### src/rtl/crcan_pkg.sv
// ----------------------------------------------------------------------------
// crcan_pkg
// Shared types and constants of the circle raster canvas: request and
// response payloads, mode and register codes, controller states and the
// command and status groups between controller and datapath.
// ----------------------------------------------------------------------------
`timescale 1ns / 1ps

package crcan_pkg;

  // Request modes
  localparam logic [1:0] MODE_CLEAR = 2'd0;
  localparam logic [1:0] MODE_DRAW  = 2'd1;
  localparam logic [1:0] MODE_READ  = 2'd2;

  // Register indexes (byte address bits [3:2])
  localparam logic [1:0] REG_WIDTH      = 2'd0;
  localparam logic [1:0] REG_HEIGHT     = 2'd1;
  localparam logic [1:0] REG_BACKGROUND = 2'd2;

  localparam logic [9:0] WIDTH_RESET      = 10'd1;
  localparam logic [9:0] HEIGHT_RESET     = 10'd1;
  localparam logic [7:0] BACKGROUND_RESET = 8'd32;

  // Q12.8 fixed point
  localparam int         FRAC_BITS = 8;
  localparam logic [19:0] ONE_Q    = 20'd256;

  typedef struct packed {
    logic [1:0]         mode;
    logic               filled;
    logic signed [19:0] center_x;
    logic signed [19:0] center_y;
    logic [19:0]        radius_q;
    logic [7:0]         paint;
    logic [8:0]         read_col;
    logic [8:0]         read_row;
  } req_t;

  typedef struct packed {
    logic [7:0] pixel;
    logic       status;
  } rsp_t;

  typedef enum logic [2:0] {
    ST_IDLE,
    ST_SETUP,
    ST_SWEEP,
    ST_DRAIN,
    ST_READ,
    ST_DONE
  } state_t;

  typedef struct packed {
    logic load;
    logic setup;
    logic step;
    logic mem_rd;
    logic deliver;
  } ctrl_cmd_t;

  typedef struct packed {
    logic sweep_go;
    logic read_go;
    logic sweep_last;
    logic pipe_busy;
    logic out_free;
  } dp_stat_t;

endpackage

### src/rtl/crcan_ctrl.sv
// ----------------------------------------------------------------------------
// crcan_ctrl
// Request sequencer: accepts a request, picks clear/draw sweep, pixel read
// or direct reply, waits for the pixel pipeline to drain and hands off the
// response.
// ----------------------------------------------------------------------------
`timescale 1ns / 1ps

module crcan_ctrl (
  input  logic                 clk,
  input  logic                 rst,
  input  logic                 req_valid,
  output logic                 req_ready,
  input  crcan_pkg::dp_stat_t  stat,
  output crcan_pkg::ctrl_cmd_t cmd
);

  crcan_pkg::state_t state, state_next;

  always_ff @(posedge clk) begin
    if (rst) begin
      state <= crcan_pkg::ST_IDLE;
    end else begin
      state <= state_next;
    end
  end

  always_comb begin
    state_next = state;
    req_ready  = 1'b0;
    cmd        = '0;
    unique case (state)
      crcan_pkg::ST_IDLE: begin
        req_ready = 1'b1;
        if (req_valid) begin
          cmd.load   = 1'b1;
          state_next = crcan_pkg::ST_SETUP;
        end
      end
      crcan_pkg::ST_SETUP: begin
        cmd.setup = 1'b1;
        priority if (stat.sweep_go) begin
          state_next = crcan_pkg::ST_SWEEP;
        end else if (stat.read_go) begin
          state_next = crcan_pkg::ST_READ;
        end else begin
          state_next = crcan_pkg::ST_DONE;
        end
      end
      crcan_pkg::ST_SWEEP: begin
        cmd.step = 1'b1;
        if (stat.sweep_last) begin
          state_next = crcan_pkg::ST_DRAIN;
        end
      end
      crcan_pkg::ST_DRAIN: begin
        if (!stat.pipe_busy) begin
          state_next = crcan_pkg::ST_DONE;
        end
      end
      crcan_pkg::ST_READ: begin
        cmd.mem_rd = 1'b1;
        state_next = crcan_pkg::ST_DONE;
      end
      crcan_pkg::ST_DONE: begin
        if (stat.out_free) begin
          cmd.deliver = 1'b1;
          state_next  = crcan_pkg::ST_IDLE;
        end
      end
      default: begin
        state_next = crcan_pkg::ST_IDLE;
      end
    endcase
  end

  a_idle_pipe_empty: assert property (@(posedge clk) disable iff (rst)
    req_ready |-> !stat.pipe_busy)
    else $error("request taken while pixel pipeline still busy");

  a_load_to_setup: assert property (@(posedge clk) disable iff (rst)
    cmd.load |=> state == crcan_pkg::ST_SETUP)
    else $error("accepted request did not enter setup");

  a_read_after_drain: assert property (@(posedge clk) disable iff (rst)
    cmd.mem_rd |-> !stat.pipe_busy)
    else $error("canvas read overlaps pending pixel writes");

  a_drain_exit: assert property (@(posedge clk) disable iff (rst)
    (state == crcan_pkg::ST_DRAIN && !stat.pipe_busy) |=> state == crcan_pkg::ST_DONE)
    else $error("drain did not finish once pipeline emptied");

endmodule

### config.mk
export PLATFORM = sky130hd
export DESIGN_NAME = crcan_ctrl
export DESIGN_NICKNAME = d
export VERILOG_FILES = /design/src/rtl/crcan_pkg.sv /design/src/rtl/crcan_ctrl.sv
export SDC_FILE = /design/constraint.sdc
export NUM_CORES = 1
export LEC_CHECK = 0
export BUFFER_PORTS_ARGS = -buffer_cell sky130_fd_sc_hd__buf_4
export CORE_AREA = 2 2 39 41
export DETAILED_ROUTE_END_ITERATION = 6
export DIE_AREA = 0 0 41 43
export GPL_ROUTABILITY_DRIVEN = 0
export PLACE_DENSITY = 0.5
export SYNTH_ARGS = -nofsm -noshare
export SYNTH_HDL_FRONTEND = slang
export SYNTH_SLANG_ARGS = --single-unit
### constraint.sdc
create_clock -name clk -period 2.5 [get_ports clk]
set_input_delay 0.125 -clock clk [delete_from_list [all_inputs] [get_ports clk]]
set_output_delay 0.125 -clock clk [all_outputs]
set_load 0.05 [all_outputs]
==> flow_summary.toml, run 1 <==
[final_layout]
area_growth_pct = 48.39
fillers = 157
fin_nets = 59
largest_register_ffs = 3
final_util_pct = 29.11
largest_registers = "state: 3 flops"
layout-drive-gt1-share_pct = 46.00
diodes = 0
largest-register = "state"
mostFrequentLayoutCell = "buf_4"
final_cell_area_um2 = 402.9
layout_common_cells = "13 x buf_4, 4 x nor2_1, 4 x nor3_1"

[timing]
setup_slack_ns = 1.070
rsz0062_at_grt = "no"
timing_hold_violations_final = 0
finalCritPeriodShare_pct = 57.19
hold_slack_ns = 0.06337
skew_ns = 0.002767
finalCriticalPeriod_ns = 1.430
max_freq_mhz = 699.5
slew_headroom_pct = 75.64
fin_setup_tns_ns = 0
tightest_slew_ns = 0.3649
setup_viol = 0
drv_slew = 0

[cts]
cts-buffers-inserted = 3
cts_max_level = 1
cts_resized = 0
clock-root-buffer = "clkbuf_4"
post_cts_buffers = 0
cts_tree = "yes"
clk_pin_slew_worst_paths_ns = 0.03
holdBufCountCts = 0
clk_path_buf_depth = 2
clock-sinks = 3
clk_latency_ns = 0.24

[setup_path]
critPathCapture = "cmd[0]"
reg2reg_from = "state[0]"
critical_path.cell_chain = "and2b_1, and3_1, buf_4"
critPathLaunchType = "flop"
required_ns = 2.38
critPathCaptureType = "output port"
cp-startpoint = "state[0]"
cpMaxStageDelayCell = "dfxtp_1"
worst-setup-path-type = "reg -> out"
regToRegSetupSlack_ns = 1.13
slowest_delay_ns = 0.53
critPathArrivalTime_ns = 1.30
worstReg2RegEnd = "state[0]"
path_max_fanout = 11
reg2reg_depth = 4

[status]
status = "finished clean"

[global_routing]
grtUsageTotal_pct = 9.419
grt-ovfl-total = 0
grt_antenna_before_repair = 0
grt_max_degree = 13
grt_pass1_wl_um = 1035
grt_pass1_vias = 247

[placement]
dp_hpwl_um = 519.4
pre_cts_ws_ns = 1.107
port_buffers = 13
placed_area_um2 = 376.6

[floorplanning]
rows = 14
dieWidth_um = 41
initial_core_util_pct = 19.62
die_y_um = 43
coreArea_um2 = 1384
die-area_um2 = 1763
io_pins = 14

[synthesis]
synth_fp_nets = 43
syn_area_per_cell_um2 = 7.757
synth_area_um2 = 271.5
synth-seq-area-share_pct = 22.12
synth.distinct_cells = 23
yosysWarnings = 0
synth_ff_type = "dfxtp_1"
synthArstFlopShare_pct = 0
synthCells = 35
synth-seq-cells = 3
synth_edf_count = 0

[power_and_ir_drop]
peakVddDrop_mv = 0.3641
p_leak_nw = 0.1808
p_per_area_nw_per_um2 = 960.2

[route]
initialDrtViolationCount = 2
wl_um = 677
num_vias = 296
drc = 0
first_pass_iters = 2
vias_per_cell = 4.485
wl_per_cell_um = 10.26
ant_nets = 0

[job]
drv_cap = 0

[hold_path]
hp-class = "in -> reg"
==> where the power goes <==
| part | switching [mW] | leakage, nW | internal, mW | total [mW] |
|---|---|---|---|---|
| registers | 0.0269 | 0.0247 | 0.0586 | 0.0855 |
| clock network | 0.0271 | 0.0150 | 0.0599 | 0.0871 |
| logic | 0.130 | 0.141 | 0.0843 | 0.214 |
| total | 0.184 | 0.181 | 0.203 | 0.387 |
==> critical path, delay by kind of cell (launching register included) <==
family | cells | cell delay [ns]
simple gates | 2 | 0.35
flops | 1 | 0.53
buf+inv | 1 | 0.19
==> layer usage <==
| layer | up-vias | GRT usage, % | wire [um] |
|---|---|---|---|
| li1 | 152 | - | - |
| met1 | 130 | 11.18 | 300 |
| met2 | 12 | 11.88 | 293 |
| met3 | 2 | 7.853 | 70 |
| met4 | 0 | 4.000 | 12 |
| met5 | - | 0 | 0 |
==> final cells by class <==
type	instances	area, um2	share of cell area [%]
Clock buffer	4	26.28	6.522
Tap cell	16	20.02	4.969
Sequential cell	3	60.06	14.91
Multi-Input combinational cell	30	198.9	49.38
Timing Repair Buffer	13	97.59	24.22
==> worst min-delay path by stage <==
stage,from,end,slack [ns],cells after the start
floorplan,rst,state[0],0.19,1
global placement,rst,state[0],0.31,2
detailed placement,rst,state[0],0.31,2
CTS,rst,state[0],0.06,2
global route,rst,state[0],0.06,2
finish,rst,state[0],0.06,2
==> cell usage after synthesis, types with 2 or more instances <==
master,n,area share (%)
o21ai_2,2,6.5
nor3_1,4,7.4
and2_1,2,4.6
dfxtp_1,3,22
nor2_1,4,5.5
nor2b_1,3,6.9
==> per-stage QoR <==
step | total power [mW] | cells
after global placement | 0.3008 | 62
final | 0.3869 | 66
after CTS | 0.3926 | 66
after detailed placement | 0.3036 | 62
after floorplan | 0.2509 | 35
after global routing | 0.4135 | 66
==> cell families after synthesis <==
group / after synthesis / share of synthesized area, %
compound gates: 6 / 17.05
flops: 3 / 22.12
simple gates: 24 / 56.23
buf+inv: 2 / 4.608
(Power assumes the default switching activity.)
==> run 2: changes to the inputs <==
- ABC_AREA: unset -> 1
- PLACE_DENSITY: 0.5 -> 0.52
- clock period: 2.5 -> 1.22 ns (I/O delays scaled with it)
==> flow_summary.toml, run 2 <==
[global_routing]
grt-ovfl-total = 0
grtUsageTotal_pct = 9.228
grt_pass1_wl_um = 1090
grt_pass1_vias = 317
grt_max_degree = 8
grt_antenna_before_repair = 0

[cts]
holdBufCountCts = 0
clock-sinks = 3
cts_max_level = 1
cts_tree = "yes"
cts-buffers-inserted = 3
clk_latency_ns = 0.23
clk_path_buf_depth = 2
clock-root-buffer = "clkbuf_4"
clk_pin_slew_worst_paths_ns = 0.04

[setup_path]
worstReg2RegEnd = "state[2]"
worst-setup-path-type = "reg -> out"
cp-startpoint = "state[2]"
critPathCapture = "cmd[0]"
reg2reg_depth = 7
regToRegSetupSlack_ns = 0.16
critPathArrivalTime_ns = 1.15
critPathCaptureType = "output port"
critPathLaunchType = "flop"
required_ns = 1.16
path_max_fanout = 7
reg2reg_from = "state[2]"

[synthesis]
synthArstFlopShare_pct = 0
netlist_top_cells_area = "dfxtp_1 22%, nand2_1 14%, nand3_2 11%"
synth.distinct_cells = 16
yosysWarnings = 0
synth-seq-area-share_pct = 22.12
synth_common_cells = "10 x nand2_1, 6 x nor2_1, 5 x inv_1, 4 x inv_2"
synth_area_um2 = 271.5
syn_area_per_cell_um2 = 6.034
yosysMostFrequentCell = "nand2_1"
synth_edf_count = 0
synth-seq-cells = 3
synthCells = 45
synth_ff_type = "dfxtp_1"
yosysTopAreaCellShare_pct = 22.12
synth_fp_nets = 53
yosys.area.top_type = "dfxtp_1"

[power_and_ir_drop]
p_leak_nw = 0.2416
p_per_area_nw_per_um2 = 3382
peakVddDrop_mv = 1.114
p_total_mw = 1.600

[placement]
placedCellCount = 74
port_buffers = 13
pre_cts_ws_ns = 0.1004
dp_hpwl_um = 565.5
placed_area_um2 = 415.4

[final_layout]
fillers = 155
fin_nets = 71
final_util_pct = 34.18
diodes = 0
multiInputGateArea_um2 = 193.9
largest_register_ffs = 3
area_growth_pct = 74.19
mostFrequentLayoutCell = "buf_4"
layout_common_cells = "11 x buf_4, 10 x nand2_1, 5 x nor2_1, 5 x inv_1"
regArea_um2 = 68.82
final_cell_area_um2 = 473.0
final_cells = 78
layout-drive-gt1-share_pct = 56.45
largest-register = "state"
largest_registers = "state: 3 flops"

[timing]
fin_setup_tns_ns = 0
finalCritPeriodShare_pct = 99.24
drv_slew = 0
rsz0062_at_grt = "yes"
tightest_slew_ns = 0.1916
timing_hold_violations_final = 0
finalCriticalPeriod_ns = 1.211
setup_slack_ns = 0.009215
hold_slack_ns = 0.07762
slew_headroom_pct = 87.12
setup_viol = 0
skew_ns = 0.004096
max_freq_mhz = 825.9

[route]
vias_per_cell = 4.218
wl_per_cell_um = 8.897
num_vias = 329
ant_nets = 0
initialDrtViolationCount = 2
wl_um = 694
first_pass_iters = 4
drc = 0

[floorplanning]
io_pins = 14
rows = 14
die-area_um2 = 1763
die_y_um = 43
initial_core_util_pct = 19.62
coreArea_um2 = 1384
dieWidth_um = 41

[hold_path]
hp-class = "in -> reg"

[status]
status = "finished clean"

[job]
drv_cap = 0
==> run 2: cell count changes after synthesis, sizes merged, moves of 2 or more <==
cell and change:
nand2 +10, inv +9, nor2 +6, nor2b -4, nand3 +3, and2 -2, and2b -2, nor3 -2
o21ai -2, or2b -2
==> run 2: where the power goes <==
| part | switching, mW | internal (mW) |
|---|---|---|
| Sequential | 0.112 | 0.172 |
| Combinational | 0.725 | 0.418 |
| Clock | 0.0505 | 0.122 |
==> run 2: cell families (layout without fill, tap and decap cells) <==
group	Yosys count	after routing	synth area share (%)
and+or+nand+nor	29	29	56.22
DFF	3	3	22.12
AOI/OAI and AO/OA	3	3	6.449
buffers and inverters	10	27	15.21
==> run 2: routing by layer <==
layer  part of all wire, %  up-vias  global-route usage [%]
met3                   5.5        2                   1.571
met5                     0        -                       0
met1                    39      142                   9.936
met2                    54        9                   14.37
met4                   2.2        0                   8.000
li1                      -      176                       -
==> run 2: area by class of cell <==
type	instances	share of cell area, %
flip-flops and latches	3	14.55
clock buffers	4	5.556
multi-input cells	32	41.01
inverters	9	8.201
repair buffers	14	26.46
well taps	16	4.233
==> run 2: worst max-delay path: stages, from the launching register on <==
cell and delay [ns]:
dfxtp_4 0.39, inv_6 0.06, nor4_2 0.23, buf_4 0.23
==> run 2: timing repair <==
| action | in CTS | in global routing |
|---|---|---|
| endpoints found under the setup margin | 6 | 4 |
| resized for setup | 7 | 4 |
| gates cloned | 0 | 0 |
| buffers inserted | 0 | 0 |
| pin swaps | 1 | 0 |
==> run 2: how the worst min path moves through the flow <==
stage,startpoint,end,cells after the start
finish,rst,state[1],4
CTS,rst,state[1],4
global route,rst,state[1],4
floorplan,rst,state[1],3
global placement,rst,state[1],4
detailed placement,rst,state[1],4
